<file path="config.mk">
export PLATFORM = sky130hd
export DESIGN_NAME = knnmc_fifo
export DESIGN_NICKNAME = d
export VERILOG_FILES = /design/src/rtl/knnmc_pkg.sv /design/src/rtl/knnmc_fifo.sv
export SDC_FILE = /design/constraint.sdc
export NUM_CORES = 1
export LEC_CHECK = 0
export BUFFER_PORTS_ARGS = -buffer_cell sky130_fd_sc_hd__buf_2
export CORE_ASPECT_RATIO = 1.2
export CORE_MARGIN = 1.5
export CORE_UTILIZATION = 49
export CTS_CLUSTER_SIZE = 12
export DETAILED_ROUTE_END_ITERATION = 10
export GPL_TIMING_DRIVEN = 0
export PLACE_DENSITY = 0.75
export SYNTH_ARGS = -nofsm -noshare
export SYNTH_HDL_FRONTEND = slang
export SYNTH_SLANG_ARGS = --single-unit
</file>
<file path="constraint.sdc">
create_clock -name clk_i -period 1.7 [get_ports clk_i]
set_input_delay 0.34 -clock clk_i [delete_from_list [all_inputs] [get_ports clk_i]]
set_output_delay 0.34 -clock clk_i [all_outputs]
set_load 0.02 [all_outputs]
</file>
<file path="src/rtl/knnmc_pkg.sv">
`timescale 1ns / 1ps
package knnmc_pkg;

  localparam int unsigned DefMaxReferences = 1024;
  localparam int unsigned DefMaxFeatures   = 16;
  localparam int unsigned DefMaxK          = 16;
  localparam int unsigned DefNumClasses    = 16;

  localparam int unsigned CmdW   = 2;
  localparam int unsigned FeatW  = 16;
  localparam int unsigned LabelW = 4;
  localparam int unsigned CfgW   = 5;
  localparam int unsigned CfgIdxW = 2;
  localparam int unsigned VoteW  = 5;
  localparam int unsigned DistW  = 38;

  typedef enum logic [CmdW-1:0] {
    CMD_LOAD  = 2'd0,
    CMD_QUERY = 2'd1,
    CMD_CLEAR = 2'd2,
    CMD_NONE  = 2'd3
  } cmd_e;

  typedef enum logic [CfgIdxW-1:0] {
    REG_K        = 2'd0,
    REG_FEATURES = 2'd1,
    REG_CLASSES  = 2'd2,
    REG_NONE     = 2'd3
  } reg_e;

  typedef struct packed {
    logic [LabelW-1:0] predicted_class;
    logic [VoteW-1:0]  vote_count;
    logic              references_dropped;
  } result_t;

endpackage

</file>
<file path="src/rtl/knnmc_fifo.sv">
`timescale 1ns / 1ps
module knnmc_fifo import knnmc_pkg::*; (
  input  logic    clk_i,
  input  logic    rst_ni,
  input  logic    wr_i,
  input  result_t wdata_i,
  output logic    full_o,
  input  logic    rd_i,
  output logic    empty_o,
  output result_t rdata_o
);

  result_t    mem_q [2];
  logic       wp_q, rp_q;
  logic [1:0] cnt_q;

  always_ff @(posedge clk_i or negedge rst_ni) begin
    if (!rst_ni) begin
      wp_q  <= 1'b0;
      rp_q  <= 1'b0;
      cnt_q <= '0;
    end else begin
      if (wr_i) wp_q <= ~wp_q;
      if (rd_i) rp_q <= ~rp_q;
      cnt_q <= cnt_q + 2'(wr_i) - 2'(rd_i);
    end
  end

  always_ff @(posedge clk_i) begin
    if (wr_i) begin
      mem_q[wp_q] <= wdata_i;
    end
  end

  assign full_o  = cnt_q == 2'd2;
  assign empty_o = cnt_q == 2'd0;
  assign rdata_o = mem_q[rp_q];

endmodule

</file>
==> results of run 1 <==
worst max-delay path: stages, from the launching register on:
cell and delay (ns):
dfrtp_1 0.42, buf_8 0.16, mux2_4 0.29, buf_2 0.16
placed cells by master (no fill, tap or decap), types with 2 or more instances in the layout:
cell type  Yosys  final
dfrtp_1        4      4
buf_6          1      4
xor2_1         2      2
clkbuf_4       0      3
edfxtp_1      20     20
mux2_4         9      9
ha_1           2      2
nor2b_1        2      2
buf_2          0     21
buf_4          0      2
inv_1          2      2
layout make-up:
class	instances	area, um^2
inverter	2	7.507
fill	136	645.6
timing repair buffer	28	175.2
clock buffer	3	22.52
tap	19	23.77
buffer	1	15.01
multi-input combinational	19	235.2
sequential	24	700.7
clock inverter	1	3.754
how the worst max path moves through the flow:
stage / endpoint / slack [ns] / startpoint
final: rdata_o[1] / 0.02 / rp_q
after global routing: rdata_o[4] / -0.03 / rp_q
after CTS: rdata_o[4] / 0.0007 / rp_q
after detailed placement: mem_q[0][2] / 0.07 / wr_i
after global placement: mem_q[0][1] / 0.12 / wr_i
after floorplan: mem_q[0][0] / 0.45 / wp_q
routing by layer:
layer / up-vias / global-route usage / part of all wire
met2: 16 / 0.2214 / 0.50
met1: 219 / 0.1731 / 0.44
met5: - / 0 / 0
met3: 2 / 0.02473 / 0.049
met4: 0 / 0.04545 / 0.012
li1: 233 / - / -
synthesized netlist by cell type:
master | n | area share
mux2_2 | 1 | 0.012
ha_1 | 2 | 0.026
xor3_1 | 1 | 0.025
dfrtp_1 | 4 | 0.10
xor2_1 | 2 | 0.018
mux2_4 | 9 | 0.14
and2_1 | 1 | 0.0066
nor2b_1 | 2 | 0.013
edfxtp_1 | 20 | 0.63
nor2_1 | 1 | 0.0039
buf_6 | 1 | 0.012
inv_1 | 2 | 0.0079
report_power, final:
| part | switching, W | internal, W |
|---|---|---|
| clock | 0.000157 | 0.0000857 |
| combinational | 0.000398 | 0.000443 |
| sequential | 0.0000627 | 0.000798 |
kinds of logic after synthesis:
family,count (synthesis)
mux,10
flops,24
simple gates,4
buf+inv,3
xor+xnor,3
fa+ha+maj,2
repair_timing:
item                       4_1_cts  5_1_grt
hold buffers                     1        0
setup endpoints to repair        0        9
hold endpoints to repair         4        0
buffers inserted                 0        2
gates resized for setup          0        9
through the flow:
stage	util	cell area [um^2]	worst slack (ns)
finish	0.6471	1184	0.02179
floorplan	-	954.7	0.4470
global placement	0.6033	1104	0.1175
detailed placement	0.6033	1104	0.06885
global route	0.6471	1184	-0.03058
CTS	0.6231	1140	0.0006867
registers in the layout (all words and copies together), names as in the netlist:
signal / flops
mem_q: 20
cnt_q: 2
rp_q: 1
wp_q: 1
==> results.ini, run 1 <==
[status]
outcome=complete, no violations

[sta]
whs_ns=0.2123
fin_tns_setup_ns=0
fmax_ghz=0.5959
fin_crit_ns=1.678
slew_headroom=0.3855
finalHoldViolations=0
rsz0062_at_grt=yes
fin_skew_ns=0.003875
post-route-period-util=0.9872
drv_slew=0
worst_slew_pin_slew_ns=0.9199
setup_viol=0

[die]
dieWidth_um=43.30
initial_core_util=0.5219
pin_count=26
die-area_um2=2223
core_um2=1829
fp.dieH_um=51.35
rows=17

[yosys]
syn_inst=46
synth_warnings=0
ys_seq_elements=24
ys_types=12
syn_area_um2=954.7
synth_compound_area_frac=0
yosysSeqAreaShare=0.7339
synth_mux_area_frac=0.1533
synth.avg_cell_area_um2=20.75
yosys.area_share.simple=0.02359
synth_top_family_by_area=multiplexers
syn_nets=62
synth_xor_area_frac=0.04325
synth_fa_ha_area_frac=0.02621

[grt]
grt_start_max_net_pins=14
grt_pass1_vias=454
grt_usage=0.1327
grt-ovfl-total=0
antenna_found_initial=0
grt_pass1_wl_um=2097

[min_path]
hold_depth=1
holdCritStartpoint=wdata_i[6]
hold_class=in2reg
worstHoldEndpoint=mem_q[1][6]

[place]
gp_congestion=0.6547
place_hpwl_um=977.5
port_buffers=25
placed_cells=90

[setup_path]
r2r_start=wp_q
r2r_slack_ns=0.20
crit_path_end_kind=output port
reg2reg_to=mem_q[0][8]
required_ns=1.36
path_class=reg2out
crit_arrival_ns=1.34
cp-start-kind=register
r2r_cells=1
crit_fanout=10

[pwr]
ir_drop_mv=0.9405
powerDensity_nw_per_um2=1642
leakage_nw=0.5162
p_total_w=0.001944

[detailed_routing]
postRouteAntennaNets=0
routedWlPerCell_um=13.80
vias=470
avgViaCountPerCell=4.845
first_pass_iters=2
drc=0
wl_um=1339
drtIter0Drc=6

[clocking]
tritoncts=built
insertion_delay_ns=0.31
cts_buffer_depth=2
path_clk_slew_ns=0.12
cts-buffers-inserted=3
clockRootBuffer=clkbuf_4
htree_levels=1
cts_sinks=24

[final_layout]
syn2layout_area_growth_pct=23.98
stdcell_count=97
nNetsFinal=95
diodes=0
drive_gt1_frac=0.5256

[run]
max_cap_violations=0

(Power assumes the default switching activity.)
==> inputs of run 2 (changes only) <==
--- a/config.mk
+++ b/config.mk
@@ -8,11 +8,11 @@
 export BUFFER_PORTS_ARGS = -buffer_cell sky130_fd_sc_hd__buf_2
 export CORE_ASPECT_RATIO = 1.2
 export CORE_MARGIN = 1.5
-export CORE_UTILIZATION = 49
+export CORE_UTILIZATION = 53
 export CTS_CLUSTER_SIZE = 12
 export DETAILED_ROUTE_END_ITERATION = 10
 export GPL_TIMING_DRIVEN = 0
-export PLACE_DENSITY = 0.75
+export PLACE_DENSITY = 0.81
 export SYNTH_ARGS = -nofsm -noshare
 export SYNTH_HDL_FRONTEND = slang
 export SYNTH_SLANG_ARGS = --single-unit
==> constraint.sdc (replaced) <==
create_clock -name clk_i -period 2.1 [get_ports clk_i]
set_input_delay 0.42 -clock clk_i [delete_from_list [all_inputs] [get_ports clk_i]]
set_output_delay 0.42 -clock clk_i [all_outputs]
set_load 0.02 [all_outputs]
==> results.ini, run 2 (synthesis gave the netlist of run 1 again) <==
[final_layout]
fillers=120  ; -12%
nNetsFinal=93  ; -2.1%
diodes=0  ; unchanged
reg_top3=mem_q (20), cnt_q (2)
final_common_cell=buf_2
largest_reg_flops=20  ; unchanged
drive_gt1_frac=0.5132  ; -0.01248
syn2layout_area_growth_pct=19.27
mostFrequentLayoutCells=buf_2, edfxtp_1, mux2_4, dfrtp_1, clkbuf_4
regMostFlops=mem_q
stdcell_count=94  ; -3.1%
utilization=0.6852  ; +0.03818

[die]
rows=16  ; -1
die-area_um2=2066  ; -7.1%
initial_core_util=0.5745  ; +0.05266
core_um2=1662  ; -9.2%
fp.dieH_um=49.49  ; -3.6%
dieWidth_um=41.75  ; -3.6%
pin_count=26  ; unchanged

[clocking]
postCtsSetupBuffers=0  ; unchanged
cts-buffers-inserted=3  ; unchanged
htree_levels=1  ; unchanged
insertion_delay_ns=0.31  ; about the same
cts_sinks=24  ; unchanged
path_clk_slew_ns=0.12  ; about the same
clockRootBuffer=clkbuf_4
cts_buffer_depth=2  ; unchanged
tritoncts=built

[min_path]
hold_class=in2reg
hold_depth=1  ; unchanged
worstHoldEndpoint=mem_q[0][9]
holdCritStartpoint=wdata_i[9]

[pwr]
leakage_nw=0.4967  ; -3.8%
ir_drop_mv=0.7544  ; -20%
powerDensity_nw_per_um2=1303  ; -21%

[setup_path]
r2r_cells=1  ; unchanged
crit_fanout=10  ; unchanged
crit_path_end_kind=output port
reg2reg_to=mem_q[0][5]
path_class=reg2out
r2r_start=wp_q
required_ns=1.68  ; +0.32 ns
r2r_slack_ns=0.65  ; +0.45 ns
cp-start-kind=register
crit_arrival_ns=1.33  ; about the same

[detailed_routing]
avgViaCountPerCell=5.064  ; +4.5%
postRouteAntennaNets=0  ; unchanged
routedWlPerCell_um=13.55  ; -1.8%
wl_um=1274  ; -4.9%
first_pass_iters=4  ; +2
vias=476  ; +1.3%
drtIter0Drc=3  ; -3
drc=0  ; unchanged

[grt]
grt-ovfl-total=0  ; unchanged
grt_usage=0.1528  ; +0.02013
antenna_found_initial=0  ; unchanged
grt_pass1_vias=509  ; +12%
grt_pass1_wl_um=2180  ; +4.0%
grt_start_max_net_pins=14  ; unchanged

[place]
place_hpwl_um=976.5  ; -0.10%
port_buffers=25  ; unchanged
placed_cells=89  ; -1.1%
gp_congestion=0.6302  ; -3.7%

[sta]
fin_skew_ns=0.001126  ; -0.002749 ns
drv_slew=0  ; unchanged
fmax_ghz=0.5700
post-route-period-util=0.8354
rsz0062_at_grt=no
fin_crit_ns=1.754
worst_slew_pin_slew_ns=0.8393  ; -0.08059 ns
finalHoldViolations=0  ; unchanged
slew_headroom=0.4393  ; +0.05384
setup_viol=0  ; unchanged
fin_tns_setup_ns=0  ; unchanged

[status]
outcome=complete, no violations

[run]
max_cap_violations=0  ; unchanged

[run 2: cell count changes in the layout (fill, tap and decap cells not counted), sizes merged]
cell / before / now
buf: 28 / 26
[run 2: power breakdown]
group          switching (W)  total, W  internal, W
clock network       0.000128  0.000197    0.0000695
logic               0.000301  0.000591     0.000290
registers          0.0000500  0.000696     0.000646
[run 2: metrics by stage]
stage	hold slack [ns]	total power, W	setup WS [ns]	cell area [um^2]
CTS	0.2862	0.001502	0.3349	1139
global placement	0.2304	0.001291	0.4564	1102
global route	0.2653	0.001573	0.2589	1139
finish	0.2898	0.001484	0.3457	1139
floorplan	0.1244	0.001154	0.7950	954.7
detailed placement	0.2352	0.001312	0.4594	1102
[run 2: worst max path at each step]
stage                     start          end  slack, ns  cells after the start
final                      rp_q   rdata_o[7]       0.35                      3
after global routing       rp_q   rdata_o[7]       0.26                      3
after CTS                  rp_q   rdata_o[7]       0.33                      3
after detailed placement   wr_i  mem_q[0][9]       0.46                      2
after global placement     wr_i  mem_q[0][9]       0.46                      2
after floorplan            wr_i  mem_q[0][0]       0.79                      1
[run 2: critical path, cell delays in order, from the launching register on]
cell     delay (ns)
dfrtp_1        0.38
buf_6          0.18
mux2_4         0.31
buf_2          0.16
[run 2: metal layers]
metal | wire length (um) | up-vias | global-route usage
met4 | 27 | 0 | 0.09677
met2 | 694 | 17 | 0.2682
met3 | 63 | 5 | 0.03297
li1 | - | 230 | -
met5 | 0 | - | 0
met1 | 488 | 224 | 0.1636
[run 2: layout make-up]
cell class                      instances  area, um^2  share of cell area
Multi-Input combinational cell         19       235.2              0.2066
Buffer                                  1       11.26            0.009890
Tap cell                               18       22.52             0.01978
Timing Repair Buffer                   26       135.1              0.1187
Clock inverter                          1       3.754            0.003297
Sequential cell                        24       700.7              0.6154
Clock buffer                            3       22.52             0.01978
Inverter                                2       7.507            0.006593
[run 2: what timing repair did]
action	in CTS	in global routing
hold buffers	1	0
resized for setup	0	0
hold endpoints to repair	4	0
==> inputs of run 3 (changes only) <==
--- a/config.mk
+++ b/config.mk
@@ -8,11 +8,11 @@
 export BUFFER_PORTS_ARGS = -buffer_cell sky130_fd_sc_hd__buf_2
 export CORE_ASPECT_RATIO = 1.2
 export CORE_MARGIN = 1.5
-export CORE_UTILIZATION = 53
+export CORE_UTILIZATION = 45
 export CTS_CLUSTER_SIZE = 12
 export DETAILED_ROUTE_END_ITERATION = 10
 export GPL_TIMING_DRIVEN = 0
-export PLACE_DENSITY = 0.81
+export PLACE_DENSITY = 0.73
 export SYNTH_ARGS = -nofsm -noshare
 export SYNTH_HDL_FRONTEND = slang
 export SYNTH_SLANG_ARGS = --single-unit
==> constraint.sdc (replaced) <==
create_clock -name clk_i -period 1.6 [get_ports clk_i]
set_input_delay 0.32 -clock clk_i [delete_from_list [all_inputs] [get_ports clk_i]]
set_output_delay 0.32 -clock clk_i [all_outputs]
set_load 0.02 [all_outputs]
==> results.ini, run 3 (synthesis gave the netlist of run 1 again) <==
[status]
outcome=complete, but fails checks
violations=negative setup slack

[run]
max_cap_violations=0  ; unchanged

[final_layout]
drive_gt1_frac=0.5316  ; +0.01849
mostFrequentLayoutCells=edfxtp_1, buf_2, buf_6, mux2_4, dfrtp_1
stdcell_area_um2=1234  ; +8.4%
nNetsFinal=96  ; +3.2%
largest_reg_flops=20  ; unchanged
syn2layout_area_growth_pct=29.23
reg_top3=mem_q (20), cnt_q (2)
stdcell_count=99  ; +5.3%
regMostFlops=mem_q
final_common_cell=edfxtp_1
diodes=0  ; unchanged

[place]
dp_slack_ns=0.04256  ; -0.4168 ns
port_buffers=25  ; unchanged
placed_cells=91  ; +2.2%
placed_cell_area_um2=1105  ; +0.23%
gp_congestion=0.6909  ; +9.6%
place_hpwl_um=915.5  ; -6.2%

[sta]
drv_slew=0  ; unchanged
setup_viol=10  ; +10
setup_slack_ns=-0.02650  ; -0.3722 ns
rsz0062_at_grt=yes
fin_crit_ns=1.626
fmax_ghz=0.6148
finalHoldViolations=0  ; unchanged
post-route-period-util=1.017
fin_skew_ns=0.005303  ; +0.004177 ns
worst_slew_pin_slew_ns=0.8651  ; +0.02579 ns
whs_ns=0.1953  ; -0.09449 ns
slew_headroom=0.4221  ; -0.01723

[grt]
grt_usage=0.1243  ; -0.02853
grt_pass1_wl_um=1994  ; -8.5%
grt-ovfl-total=0  ; unchanged
grt_pass1_vias=488  ; -4.1%
grt_start_max_net_pins=14  ; unchanged
antenna_found_initial=0  ; unchanged

[detailed_routing]
wl_um=1365  ; +7.1%
drtIter0Drc=10  ; +7
vias=487  ; +2.3%
drc=0  ; unchanged
avgViaCountPerCell=4.919  ; -2.9%
postRouteAntennaNets=0  ; unchanged
first_pass_iters=4  ; unchanged
routedWlPerCell_um=13.79  ; +1.7%

[min_path]
worstHoldEndpoint=mem_q[0][8]
hold_class=in2reg
holdCritStartpoint=wdata_i[8]
hold_depth=1  ; unchanged

[setup_path]
cp-start-kind=register
crit_arrival_ns=1.31  ; -0.02 ns
reg2reg_to=mem_q[0][7]
r2r_cells=1  ; unchanged
crit_path_end_kind=output port
r2r_slack_ns=0.14  ; -0.51 ns
required_ns=1.28  ; -0.40 ns
r2r_start=wp_q
crit_fanout=5  ; -5
path_class=reg2out

[die]
die-area_um2=2408  ; +17%
pin_count=26  ; unchanged
dieWidth_um=45.05  ; +7.9%
initial_core_util=0.4710  ; -0.1036
core_um2=2027  ; +22%
fp.dieH_um=53.46  ; +8.0%
rows=18  ; +2

[clocking]
clockRootBuffer=clkbuf_4
htree_levels=1  ; unchanged
cts-buffers-inserted=3  ; unchanged
cts_buffer_depth=2  ; unchanged
tritoncts=built
path_clk_slew_ns=0.12  ; about the same
insertion_delay_ns=0.30  ; about the same
cts_sinks=24  ; unchanged

[pwr]
p_total_w=0.002174  ; +46%
leakage_nw=0.5378  ; +8.3%
powerDensity_nw_per_um2=1762  ; +35%
ir_drop_mv=0.7498  ; -0.62%

[run 3: changes by cell type in the layout (fill, tap and decap cells not counted), sizes merged]
cell,before,now
buf,26,29
[run 3: worst max-delay path, cell delays in order, from the launching register on]
cell     delay (ns)
dfrtp_1        0.43
buf_6          0.15
mux2_4         0.30
buf_6          0.13
[run 3: what timing repair did]
action | 4_1_cts | 5_1_grt
hold buffers | 1 | 0
endpoints found under the setup margin | 9 | 10
endpoints found under the hold margin | 4 | 0
cloned | 1 | 0
buffers inserted | 2 | 0
gates resized for setup | 23 | 0
[run 3: cell type report]
type                            count  area [um^2]
Buffer                              1        11.26
Clock buffer                        3        22.52
Clock inverter                      1        3.754
Fill cell                         161        793.3
Inverter                            2        7.507
Multi-Input combinational cell     19        239.0
Sequential cell                    24        700.7
Tap cell                           20        25.02
Timing Repair Buffer               29        224.0
[run 3: power breakdown]
group | switching [W] | leakage, nW | internal [W] | total, W
Combinational | 0.000443 | 0.288 | 0.000563 | 0.00101
Clock | 0.000160 | 0.0154 | 0.0000909 | 0.000251
Sequential | 0.0000684 | 0.234 | 0.000848 | 0.000916
[run 3: metal layers]
layer / vias up / share of wire / track usage / routed length, um
met3: 2 / 0.029 / 0.01024 / 40
li1: 236 / - / - / -
met2: 13 / 0.57 / 0.2286 / 778
met5: - / 0 / 0 / 0
met1: 236 / 0.39 / 0.1272 / 528
met4: 0 / 0.013 / 0.08824 / 18
[run 3: worst max path at each step]
stage	start	slack, ns	end	depth (start not counted)
2_1_floorplan	wp_q	0.35	mem_q[0][0]	1
6_report	rp_q	-0.03	rdata_o[1]	3
3_3_place_gp	wr_i	0.07	mem_q[0][0]	2
3_5_place_dp	wr_i	0.04	mem_q[0][0]	2
4_1_cts	rp_q	-0.05	rdata_o[3]	3
5_1_grt	rp_q	-0.09	rdata_o[2]	3
[run 3: through the flow]
| step | utilization | TNS, ns |
|---|---|---|
| finish | 0.6086 | -0.2267 |
| CTS | 0.6086 | -0.4413 |
| detailed placement | 0.5451 | 0 |
| global placement | 0.5451 | 0 |
| global route | 0.6086 | -0.8681 |
| floorplan | - | 0 |
