`config.mk`:
```
export PLATFORM = sky130hd
export DESIGN_NAME = knnmc_front
export DESIGN_NICKNAME = d
export VERILOG_FILES = /design/src/rtl/knnmc_pkg.sv /design/src/rtl/knnmc_front.sv
export SDC_FILE = /design/constraint.sdc
export NUM_CORES = 1
export LEC_CHECK = 0
export BUFFER_PORTS_ARGS = -buffer_cell sky130_fd_sc_hd__buf_2
export CAP_MARGIN = 15
export CELL_PAD_IN_SITES_DETAIL_PLACEMENT = 0
export CELL_PAD_IN_SITES_GLOBAL_PLACEMENT = 1
export CORE_ASPECT_RATIO = 0.75
export CORE_UTILIZATION = 44
export CTS_BUF_LIST = sky130_fd_sc_hd__clkbuf_16
export DETAILED_ROUTE_END_ITERATION = 6
export GPL_TIMING_DRIVEN = 0
export PLACE_DENSITY_LB_ADDON = 0.05
export SETUP_SLACK_MARGIN = 0.05
export SYNTH_ARGS = -nofsm -noshare
export SYNTH_HDL_FRONTEND = slang
export SYNTH_SLANG_ARGS = --single-unit
```
`constraint.sdc`:
```
create_clock -name clk_i -period 7.8 [get_ports clk_i]
set_input_delay 0.78 -clock clk_i [delete_from_list [all_inputs] [get_ports clk_i]]
set_output_delay 0.78 -clock clk_i [all_outputs]
set_load 0.05 [all_outputs]
```
`src/rtl/knnmc_pkg.sv`:
```
`timescale 1ns / 1ps
package knnmc_pkg;

  localparam int unsigned DefMaxReferences = 1024;
  localparam int unsigned DefMaxFeatures   = 16;
  localparam int unsigned DefMaxK          = 16;
  localparam int unsigned DefNumClasses    = 16;

  localparam int unsigned CmdW   = 2;
  localparam int unsigned FeatW  = 16;
  localparam int unsigned LabelW = 4;
  localparam int unsigned CfgW   = 5;
  localparam int unsigned CfgIdxW = 2;
  localparam int unsigned VoteW  = 5;
  localparam int unsigned DistW  = 38;

  typedef enum logic [CmdW-1:0] {
    CMD_LOAD  = 2'd0,
    CMD_QUERY = 2'd1,
    CMD_CLEAR = 2'd2,
    CMD_NONE  = 2'd3
  } cmd_e;

  typedef enum logic [CfgIdxW-1:0] {
    REG_K        = 2'd0,
    REG_FEATURES = 2'd1,
    REG_CLASSES  = 2'd2,
    REG_NONE     = 2'd3
  } reg_e;

  typedef struct packed {
    logic [LabelW-1:0] predicted_class;
    logic [VoteW-1:0]  vote_count;
    logic              references_dropped;
  } result_t;

endpackage

```
`src/rtl/knnmc_front.sv`:
```
`timescale 1ns / 1ps
module knnmc_front import knnmc_pkg::*; #(
  parameter int unsigned MAX_REFERENCES = DefMaxReferences,
  parameter int unsigned MAX_FEATURES   = DefMaxFeatures,
  localparam int unsigned AW  = (MAX_REFERENCES * MAX_FEATURES > 1) ?
                                $clog2(MAX_REFERENCES * MAX_FEATURES) : 1,
  localparam int unsigned RW  = (MAX_REFERENCES > 1) ? $clog2(MAX_REFERENCES) : 1,
  localparam int unsigned CNW = $clog2(MAX_REFERENCES + 1),
  localparam int unsigned PW  = $clog2(MAX_FEATURES + 1),
  localparam int unsigned QW  = (MAX_FEATURES > 1) ? $clog2(MAX_FEATURES) : 1
) (
  input  logic                    clk_i,
  input  logic                    rst_ni,
  input  logic                    accept_i,
  input  logic [CmdW-1:0]         cmd_i,
  input  logic signed [FeatW-1:0] feature_value_i,
  input  logic [LabelW-1:0]       label_i,
  input  logic                    last_element_i,
  output logic                    fwe_o,
  output logic [AW-1:0]           faddr_o,
  output logic signed [FeatW-1:0] fdata_o,
  output logic                    lwe_o,
  output logic [RW-1:0]           laddr_o,
  output logic [LabelW+PW-1:0]    ldata_o,
  output logic signed [FeatW-1:0] qbuf_o [MAX_FEATURES],
  output logic                    job_valid_o,
  output logic [PW-1:0]           job_qlen_o,
  output logic [CNW-1:0]          job_count_o,
  output logic                    job_dropped_o
);

  logic [CNW-1:0] count_q, count_d;
  logic [AW-1:0]  base_q, base_d;
  logic [PW-1:0]  pos_q, pos_d, pos_inc;
  logic           dropped_q, dropped_d;
  logic           job_q, job_d;
  logic [PW-1:0]  qlen_q, qlen_d;
  logic           room, slot_ok, is_load, is_query;
  logic signed [FeatW-1:0] qbuf_q [MAX_FEATURES];

  assign room     = count_q < CNW'(MAX_REFERENCES);
  assign slot_ok  = pos_q < PW'(MAX_FEATURES);
  assign pos_inc  = slot_ok ? pos_q + PW'(1) : pos_q;
  assign is_load  = accept_i && (cmd_i == CMD_LOAD);
  assign is_query = accept_i && (cmd_i == CMD_QUERY);

  assign fwe_o   = is_load && room && slot_ok;
  assign faddr_o = base_q + AW'(pos_q);
  assign fdata_o = feature_value_i;
  assign lwe_o   = is_load && room && last_element_i;
  assign laddr_o = RW'(count_q);
  assign ldata_o = {label_i, pos_inc};

  always_comb begin
    count_d   = count_q;
    base_d    = base_q;
    pos_d     = pos_q;
    dropped_d = dropped_q;
    job_d     = 1'b0;
    qlen_d    = qlen_q;
    if (accept_i) begin
      unique case (cmd_i)
        CMD_CLEAR: begin
          count_d   = '0;
          base_d    = '0;
          pos_d     = '0;
          dropped_d = 1'b0;
        end
        CMD_LOAD: begin
          pos_d = pos_inc;
          if (last_element_i) begin
            pos_d = '0;
            if (room) begin
              count_d = count_q + CNW'(1);
              base_d  = base_q + AW'(MAX_FEATURES);
            end else begin
              dropped_d = 1'b1;
            end
          end
        end
        CMD_QUERY: begin
          pos_d = pos_inc;
          if (last_element_i) begin
            pos_d  = '0;
            job_d  = 1'b1;
            qlen_d = pos_inc;
          end
        end
        default: ;
      endcase
    end
  end

  always_ff @(posedge clk_i or negedge rst_ni) begin
    if (!rst_ni) begin
      count_q   <= '0;
      base_q    <= '0;
      pos_q     <= '0;
      dropped_q <= 1'b0;
      job_q     <= 1'b0;
      qlen_q    <= '0;
    end else begin
      count_q   <= count_d;
      base_q    <= base_d;
      pos_q     <= pos_d;
      dropped_q <= dropped_d;
      job_q     <= job_d;
      qlen_q    <= qlen_d;
    end
  end

  always_ff @(posedge clk_i) begin
    if (is_query && slot_ok) begin
      qbuf_q[QW'(pos_q)] <= feature_value_i;
    end
  end

  assign qbuf_o        = qbuf_q;
  assign job_valid_o   = job_q;
  assign job_qlen_o    = qlen_q;
  assign job_count_o   = count_q;
  assign job_dropped_o = dropped_q;

endmodule

```
==> impl_metrics.env, run 1 <==
export IMPL_yosysTopAreaCell="edfxtp_1"
export IMPL_area_growth_syn_to_layout_pct=32.65
export IMPL_start_util=0.4506
export IMPL_placed_area_um2=12310
export IMPL_post_drt_wl_per_cell_um=21.39
export IMPL_final_layout_size_suffix_gt1_frac=0.4957
export IMPL_crit_path_start="base_q[4]"
export IMPL_synth_seq_cells=289
export IMPL_maxCapViolCount=0
export IMPL_netlist_area_leader_share=0.7716
export IMPL_setup_viol=0
export IMPL_holdBufCountCts=0
export IMPL_fin_cells=1222
export IMPL_postCtsSetupBuffers=0
export IMPL_syn_area_um2=9963
export IMPL_rsz0062_at_grt="false"
export IMPL_cts_tree="yes"
export IMPL_synth_fa_ha_area_frac=0.01005
export IMPL_hp_class="in -> async"
export IMPL_hold_viol=0
export IMPL_setup_tns_final_ns=0
export IMPL_first_pass_iters=4
export IMPL_finClkSkew_ns=0.01339
export IMPL_insertedDiodeCount=0
export IMPL_start_kind="flip-flop"
export IMPL_root_buffer="clkbuf_16"
export IMPL_fin_crit_sh=0.3913
export IMPL_vias=6012
export IMPL_syn_inst=516
export IMPL_htreeDepth=1
export IMPL_reg2reg_from="pos_q[4]"
export IMPL_cp_arrival_ns=2.27
export IMPL_ctsResizeCount=0
export IMPL_avgSynthCellArea_um2=19.31
export IMPL_grt_pass1_vias=6054
export IMPL_fin_ws_ns=4.748
export IMPL_worst_setup_path_type="reg -> out"
export IMPL_power_mw=3.257
export IMPL_synth_xor_area_frac=0.02461
export IMPL_worstPathRequired_ns=7.02
export IMPL_cts_sinks=289
export IMPL_timing_worst_slew_pin_value_ns=0.9581
export IMPL_synth_top_family_by_area="simple AND/OR/NAND/NOR gates"
export IMPL_cts_made_buffers=29
export IMPL_io_buffers=345
export IMPL_drc=0
export IMPL_clk_latency_ns=0.53
export IMPL_worstSetupEndpointType="primary output"
export IMPL_place_gp_congestion=0.8246
export IMPL_crit_fanout=6
export IMPL_grt_remaining_overflow=0
export IMPL_clock_path_buffers=3
export IMPL_layout_nets=941
export IMPL_fp_dieH_um=132.3
export IMPL_drt_total_wl_um=26140
export IMPL_synthTopCellsByArea="edfxtp_1 (77%), dfrtp_1 (8.3%), buf_4 (2.3%)"
export IMPL_yosysSeqAreaShare=0.8545
export IMPL_synth_edf_count=256
export IMPL_synth_common_cells="edfxtp_1 (256), dfrtp_1 (33), buf_4 (31), nor2_1 (31), nand2_1 (25)"
export IMPL_grt_usage=0.2224
export IMPL_place_ws_ns=4.630
export IMPL_drt_initial_drc_count=409
export IMPL_max_vdd_ir_drop_v=0.0002278
export IMPL_synth_warnings=0
export IMPL_slew_headroom=0.3578
export IMPL_fmax_ghz=0.3276
export IMPL_ys_types=42
export IMPL_synth_compound_area_share=0.02487
export IMPL_leakage_nw=5.438
export IMPL_status="completed"
export IMPL_avgViaCountPerCell=4.920
export IMPL_synth_mux_area_frac=0.003265
export IMPL_num_rows=47
export IMPL_synth_fp_nets=550
export IMPL_synthSimpleGateAreaFrac=0.04948
export IMPL_slew_violations=0
export IMPL_dieWidth_um=175.8
export IMPL_core_area_um2=22110
export IMPL_dieArea_um2=23260
export IMPL_grt_pass1_wl_um=38210
export IMPL_post_route_min_period_ns=3.052
export IMPL_async_reset_ff_frac=0.1142
export IMPL_grt_max_degree=34
export IMPL_pwr_density_cell_nw_per_um2=246.4
export IMPL_final_antenna_net_count=0
export IMPL_dpl_hpwl_um=18400
export IMPL_antenna_found_initial=0
export IMPL_ys_flop_type="edfxtp_1"
export IMPL_clk_pin_slew_ns=0.06
export IMPL_yosysMostFrequentCell="edfxtp_1"
export IMPL_placed_cells=1170
export IMPL_io_pins=351
export IMPL_fin_area_um2=13220
==> area by class of cell <==
type	count	area [um^2]
timing repair buffer	360	1934
clock buffer	29	725.7
multi-input combinational	173	1162
clock inverter	23	185.2
sequential	289	8513
buffer	45	294.0
fill	1720	8895
tap	294	367.9
inverter	9	33.78
==> logic make-up after synthesis <==
kind of cell               after synthesis
AOI/OAI and AO/OA                       36
xor gates and xnor gates                28
adders and majority gates                8
buffers and inverters                   54
DFF                                    289
muxes                                    3
other                                    1
and+or+nand+nor                         97
==> registers in the layout, summed over array words and instances (netlist names) <==
signal / cells
job_qlen_o: 5
pos_q: 5
job_count_o: 11
job_valid_o: 1
qbuf_o: 256
base_q: 10
job_dropped_o: 1
==> report_power, final <==
part	switching, mW	internal (mW)
Combinational	0.170	0.0497
Clock	0.549	0.772
Sequential	0.0147	1.70
Total	0.734	2.52
==> through the flow <==
stage / hold WS [ns] / util
final: 0.3427 / 0.5977
after global routing: 0.3836 / 0.5977
after CTS: 0.3425 / 0.5977
after detailed placement: 0.4764 / 0.5565
after global placement: 0.4615 / 0.5453
after floorplan: 0.4844 / -
==> critical path: stages (launching register included) <==
cell and delay (ns):
dfrtp_1 0.46, ha_1 0.36, a41o_1 0.19, nand2_1 0.09
nor2_1 0.14, xor2_1 0.20, buf_2 0.30
==> final timing paths <==
kind,end,slack [ns],depth (start not counted)
hold reg to reg,job_qlen_o[3],0.48,2
max in group asynchronous,job_count_o[5],6.93,1
setup reg to reg,qbuf_o[241],5.01,6
hold / removal,job_valid_o,0.34,1
setup / recovery,faddr_o[12],4.75,6
min in group clk_i,job_qlen_o[3],0.48,2
==> metal layers <==
metal  up-vias  global-route usage  routed length, um
met5         -                   0                  0
met4         0             0.05749                504
met3        37             0.06142               2676
met2       300              0.3533              12260
met1      2991              0.3042              10700
li1       2684                   -                  -
==> cells in the final DEF (no fill, tap or decap), types with 6 or more instances in the layout <==
cell	count
nand2_1	25
buf_6	6
xnor2_1	10
clkbuf_16	29
buf_8	7
nor2_1	23
ha_1	8
dfrtp_1	33
o2111ai_1	7
clkbuf_1	7
buf_2	352
buf_4	32
o21ai_0	13
inv_1	16
xor2_1	18
nor2_2	8
edfxtp_1	256
Power figures use the tool's default switching activity.
==> run 2, diff against run 1 <==
- ABC_AREA: default -> 1
- CORE_UTILIZATION: 44 -> 40
- clock period: 7.8 -> 3.1 ns (I/O delays scaled with it)
==> impl_metrics.env, run 2 <==
export IMPL_pwr_share_clk=0.399
export IMPL_synth_seq_cells=289
export IMPL_holdBufCountCts=1
export IMPL_crit_fanout=8
export IMPL_p_seq_frac=0.510
export IMPL_final_cell_mix="buf_2 (346), edfxtp_1 (256), nand2_1 (70), inv_1 (39), buf_4 (35)"
export IMPL_placed_cells=1290
export IMPL_largest_reg_flops=256
export IMPL_async_reset_ff_frac=0.1142
export IMPL_setup_tns_final_ns=0
export IMPL_dpl_hpwl_um=19180
export IMPL_area_growth_syn_to_layout_pct=33.17
export IMPL_vias=6232
export IMPL_fmax_ghz=0.3833
export IMPL_num_rows=50
export IMPL_dieWidth_um=185.9
export IMPL_nFillCells=2064
export IMPL_post_drt_wl_per_cell_um=19.80
export IMPL_post_route_min_period_ns=2.609
export IMPL_pwr_density_cell_nw_per_um2=632.9
export IMPL_r2r_setup_slack_ns=0.86
export IMPL_fin_cells=1344
export IMPL_clk_pin_slew_ns=0.07
export IMPL_clk_latency_ns=0.54
export IMPL_avgViaCountPerCell=4.637
export IMPL_setup_viol=0
export IMPL_io_pins=351
export IMPL_htreeDepth=1
export IMPL_finClkSkew_ns=0.01596
export IMPL_intPower_mw=6.442
export IMPL_crit_path_top_delay_cell="dfrtp_1"
export IMPL_drt_initial_drc_count=371
export IMPL_final_antenna_net_count=0
export IMPL_synth_warnings=0
export IMPL_start_kind="flip-flop"
export IMPL_grt_remaining_overflow=0
export IMPL_fin_crit_sh=0.8416
export IMPL_hp_class="in -> reg"
export IMPL_status="completed"
export IMPL_ys_flop_type="edfxtp_1"
export IMPL_ys_types=35
export IMPL_grt_pass1_wl_um=38080
export IMPL_start_util=0.4066
export IMPL_cp_arrival_ns=2.30
export IMPL_layout_nets=1018
export IMPL_hold_end="job_valid_o"
export IMPL_max_vdd_ir_drop_v=0.0004125
export IMPL_reg2reg_from="pos_q[4]"
export IMPL_root_buffer="clkbuf_16"
export IMPL_io_buffers=346
export IMPL_core_area_um2=24960
export IMPL_worstSetupEndpointType="primary output"
export IMPL_cp_cell_sequence="ha_1 > nand3_1 > nor3_1 > xor2_1 > buf_2"
export IMPL_yosysTopAreaCell="edfxtp_1"
export IMPL_switchingPower_mw=2.113
export IMPL_fin_util=0.5415
export IMPL_cts_made_buffers=29
export IMPL_synth_common_cells="edfxtp_1 (256), nand2_1 (70), nor2_1 (44)"
export IMPL_place_gp_congestion=0.8094
export IMPL_synth_fp_nets=624
export IMPL_cpPeakStageDelay_ns=0.56
export IMPL_syn_area_um2=10150
export IMPL_dieArea_um2=26020
export IMPL_timing_worst_slew_pin_value_ns=0.9885
export IMPL_grt_max_degree=34
export IMPL_slew_headroom=0.3403
export IMPL_hp_start="last_element_i"
export IMPL_antenna_found_initial=0
export IMPL_worst_setup_path_type="reg -> out"
export IMPL_layout_commonest_cell="buf_2"
export IMPL_leakage_nw=5.531
export IMPL_r2r_end="qbuf_o[130]"
export IMPL_clock_path_buffers=3
export IMPL_yosysSeqAreaShare=0.8388
export IMPL_insertedDiodeCount=0
export IMPL_cts_sinks=289
export IMPL_final_layout_size_suffix_gt1_frac=0.4801
export IMPL_drt_total_wl_um=26620
export IMPL_whs_path_depth=3
export IMPL_first_pass_iters=4
export IMPL_avgSynthCellArea_um2=17.20
export IMPL_hold_viol=0
export IMPL_pwr_share_comb=0.091
export IMPL_rsz0062_at_grt="false"
export IMPL_maxCapViolCount=0
export IMPL_netlist_area_leader_share=0.7574
export IMPL_grt_usage=0.1996
export IMPL_yosysMostFrequentCell="edfxtp_1"
export IMPL_synthTopCellsByArea="edfxtp_1 (76%), dfrtp_1 (8.1%), nand2_1 (2.6%)"
export IMPL_grt_pass1_vias=5942
export IMPL_cts_tree="yes"
export IMPL_swShare=0.2470
export IMPL_reg2reg_depth=4
export IMPL_ctsResizeCount=0
export IMPL_postCtsSetupBuffers=0
export IMPL_slew_violations=0
export IMPL_fp_dieH_um=140.0
export IMPL_holdWs_ns=0.1438
export IMPL_syn_inst=590
export IMPL_synth_edf_count=256
export IMPL_worstPathRequired_ns=2.79
export IMPL_drc=0
[run 2: cell count changes after synthesis, moves of 7 or more]
cell,before,now
nand2_1,25,70
inv_1,9,36
nand3_1,5,23
nor2_1,31,44
nand4_1,2,11
xor2_1,18,9
xnor2_1,10,2
buf_2,7,0
nor2_4,0,7
o2111ai_1,7,0
[run 2: kinds of logic after synthesis]
logic type                 count (synthesis)  share of synthesized area
DFF                                      289                     0.8388
and+or+nand+nor                          169                    0.07742
buffers and inverters                     76                    0.04154
AOI/OAI and AO/OA                         35                    0.02145
xor gates and xnor gates                  11                   0.009493
adders and majority gates                  8                   0.009862
other                                      1                  0.0003695
muxes                                      1                   0.001109
[run 2: worst max-delay path: cells and delay by family (launching register included)]
family / cells / cell delay (ns)
flip-flops: 1 / 0.56
buffers and inverters: 1 / 0.29
adder cells (fa/ha/maj): 1 / 0.37
XOR/XNOR: 1 / 0.19
AND/OR/NAND/NOR: 2 / 0.35
[run 2: per-stage QoR]
step / area, um^2 / power, mW / setup slack, ns
after floorplan: 10150 / 4.975 / 0.3621
after global placement: 12300 / 5.212 / -1.378
after detailed placement: 12570 / 5.224 / 0.8202
after CTS: 13520 / 8.634 / 0.4596
after global routing: 13520 / 8.822 / 0.3538
final: 13520 / 8.555 / 0.4909
[run 2: area by class of cell]
class                           instances  area (um^2)  share of cell area
Inverter                               40        150.1             0.01111
Tap cell                              338        422.9             0.03129
Timing Repair Buffer                  363         1957              0.1448
Multi-Input combinational cell        225         1261             0.09331
Buffer                                 36        271.5             0.02009
Clock inverter                         24        215.2             0.01592
Clock buffer                           29        725.7             0.05369
Sequential cell                       289         8513              0.6298
[run 2: worst max path at each step]
stage	slack [ns]	endpoint	startpoint
after global placement	-1.38	qbuf_o[11]	pos_q[1]
after CTS	0.46	faddr_o[11]	pos_q[4]
after global routing	0.35	faddr_o[11]	pos_q[4]
after detailed placement	0.82	qbuf_o[96]	cmd_i[1]
after floorplan	0.36	qbuf_o[0]	pos_q[1]
final	0.49	faddr_o[11]	pos_q[4]
[run 2: power by group through the flow]
stage	Combinational, mW	Sequential (mW)	Clock, mW
after floorplan	0.382	4.59	0
after global placement	0.768	4.44	0
after detailed placement	0.781	4.44	0
after CTS	0.784	4.36	3.49
after global routing	0.827	4.37	3.63
final	0.777	4.36	3.42
[run 2: metal layers]
layer,GRT usage,vias up,share of wire,routed length [um]
met5,0,-,0,0
met4,0.05436,0,0.024,649
met3,0.06032,42,0.088,2338
met2,0.3121,272,0.46,12180
met1,0.2711,3024,0.43,11450
li1,-,2894,-,-
==> run 3, diff against run 2 <==
- clock period: 3.1 -> 2.7 ns (I/O delays scaled with it)
==> impl_metrics.env, run 3 (synthesis gave the netlist of run 2 again) <==
export IMPL_max_vdd_ir_drop_v=0.0004460
export IMPL_largest_reg_flops=256
export IMPL_avgViaCountPerCell=4.694
export IMPL_pwr_density_cell_nw_per_um2=747.4
export IMPL_swShare=0.2361
export IMPL_hold_viol=0
export IMPL_hp_class="in -> reg"
export IMPL_finClkSkew_ns=0.01090
export IMPL_dieWidth_um=185.9
export IMPL_holdWs_ns=0.1197
export IMPL_clk_pin_slew_ns=0.06
export IMPL_timing_worst_slew_pin_value_ns=0.8248
export IMPL_switchingPower_mw=2.433
export IMPL_cts_sinks=289
export IMPL_worst_setup_path_type="reg -> out"
export IMPL_htreeDepth=1
export IMPL_final_cell_mix="buf_2 (346), edfxtp_1 (256), nand2_1 (70), inv_1 (38)"
export IMPL_clk_latency_ns=0.53
export IMPL_num_rows=50
export IMPL_regArea_um2=8514
export IMPL_whs_path_depth=3
export IMPL_place_gp_congestion=0.8133
export IMPL_layout_nets=1022
export IMPL_p_seq_frac=0.486
export IMPL_cp_arrival_ns=2.13
export IMPL_grt_remaining_overflow=0
export IMPL_clock_path_buffers=3
export IMPL_cp_top_family="flip-flops"
export IMPL_crit_path_top_delay_cell="dfrtp_2"
export IMPL_status="completed"
export IMPL_dieArea_um2=26020
export IMPL_worstPathRequired_ns=2.43
export IMPL_cp_depth=5
export IMPL_area_growth_syn_to_layout_pct=35.84
export IMPL_insertedDiodeCount=0
export IMPL_grt_pass1_vias=6110
export IMPL_slew_headroom=0.4460
export IMPL_cts_made_buffers=29
export IMPL_worst_path_buf_inv=1
export IMPL_worstSetupEndpointType="primary output"
export IMPL_cpPeakStageDelay_ns=0.48
export IMPL_intPower_mw=7.872
export IMPL_core_area_um2=24960
export IMPL_dpl_hpwl_um=20450
export IMPL_postCtsSetupBuffers=0
export IMPL_first_pass_iters=5
export IMPL_fmax_ghz=0.4168
export IMPL_slew_violations=0
export IMPL_rsz0062_at_grt="false"
export IMPL_cts_tree="yes"
export IMPL_grt_usage=0.2134
export IMPL_pwr_share_clk=0.427
export IMPL_start_kind="flip-flop"
export IMPL_post_drt_wl_per_cell_um=20.96
export IMPL_vias=6327
export IMPL_drc=0
export IMPL_nFillCells=2040
export IMPL_multi_input_area_um2=1275
export IMPL_drt_initial_drc_count=418
export IMPL_fp_dieH_um=140.0
export IMPL_crit_fanout=8
export IMPL_cp_cell_sequence="ha_1 > nand3_1 > nor3_1 > xor2_1 > buf_2"
export IMPL_fin_ws_ns=0.3010
export IMPL_fin_crit_sh=0.8885
export IMPL_io_pins=351
export IMPL_io_buffers=346
export IMPL_setup_viol=0
export IMPL_antenna_found_initial=0
export IMPL_pwr_share_comb=0.087
export IMPL_leakage_nw=5.621
export IMPL_drt_total_wl_um=28250
export IMPL_reg2reg_depth=5
export IMPL_start_util=0.4066
export IMPL_final_layout_size_suffix_gt1_frac=0.4861
export IMPL_final_antenna_net_count=0
export IMPL_post_route_min_period_ns=2.399
export IMPL_grt_max_degree=34
export IMPL_root_buffer="clkbuf_16"
export IMPL_place_ws_ns=0.3771
export IMPL_layout_commonest_cell="buf_2"
export IMPL_maxCapViolCount=0
export IMPL_grt_pass1_wl_um=39960
run 3: layer usage:
metal	wire [um]	track usage
met5	0	0
met4	358	0.04228
met3	2132	0.05226
met2	13440	0.3454
met1	12320	0.2943
run 3: timing repair:
item	CTS	global route
setup endpoints to repair	0	1
gates resized for setup	0	1
endpoints found under the hold margin	33	0
hold buffers	1	0
run 3: cell type report:
| cell class | count | share of cell area |
|---|---|---|
| plain buffers | 36 | 0.01969 |
| flip-flops and latches | 289 | 0.6176 |
| clock inverters | 24 | 0.02414 |
| inverters | 40 | 0.01089 |
| multi-input cells | 225 | 0.09248 |
| repair buffers | 367 | 0.1519 |
| well taps | 338 | 0.03067 |
| clock buffers | 29 | 0.05264 |
run 3: worst min-delay path, cell delays in order:
cell and delay, ns:
buf_2 0.13, inv_1 0.11, nor2_4 0.09
run 3: final timing paths:
check	slack [ns]	end	start
setup / recovery	0.30	faddr_o[11]	pos_q[4]
hold / removal	0.12	job_valid_o	last_element_i
setup reg to reg	0.47	qbuf_o[137]	pos_q[1]
hold reg to reg	0.52	job_dropped_o	job_dropped_o
max in group asynchronous	1.76	pos_q[4]	rst_ni
min in group asynchronous	0.38	job_count_o[3]	rst_ni
run 3: power groups by stage:
stage | sequential, mW | clock, mW | combinational [mW]
after global placement | 5.10 | 0 | 0.873
after CTS | 5.01 | 4.48 | 0.898
after detailed placement | 5.10 | 0 | 0.894
final | 5.01 | 4.40 | 0.892
after global routing | 5.02 | 4.66 | 0.947
after floorplan | 5.27 | 0 | 0.439
run 3: per-stage QoR:
step                total power, mW  instances  setup TNS, ns    util  area, um^2
detailed placement            5.995       1294              0  0.5095       12720
CTS                           10.39       1348              0  0.5523       13790
global route                  10.62       1348              0  0.5523       13790
global placement              5.974       1274        -126.97  0.4932       12310
floorplan                     5.713        590              0       -       10160
finish                        10.30       1348              0  0.5523       13790
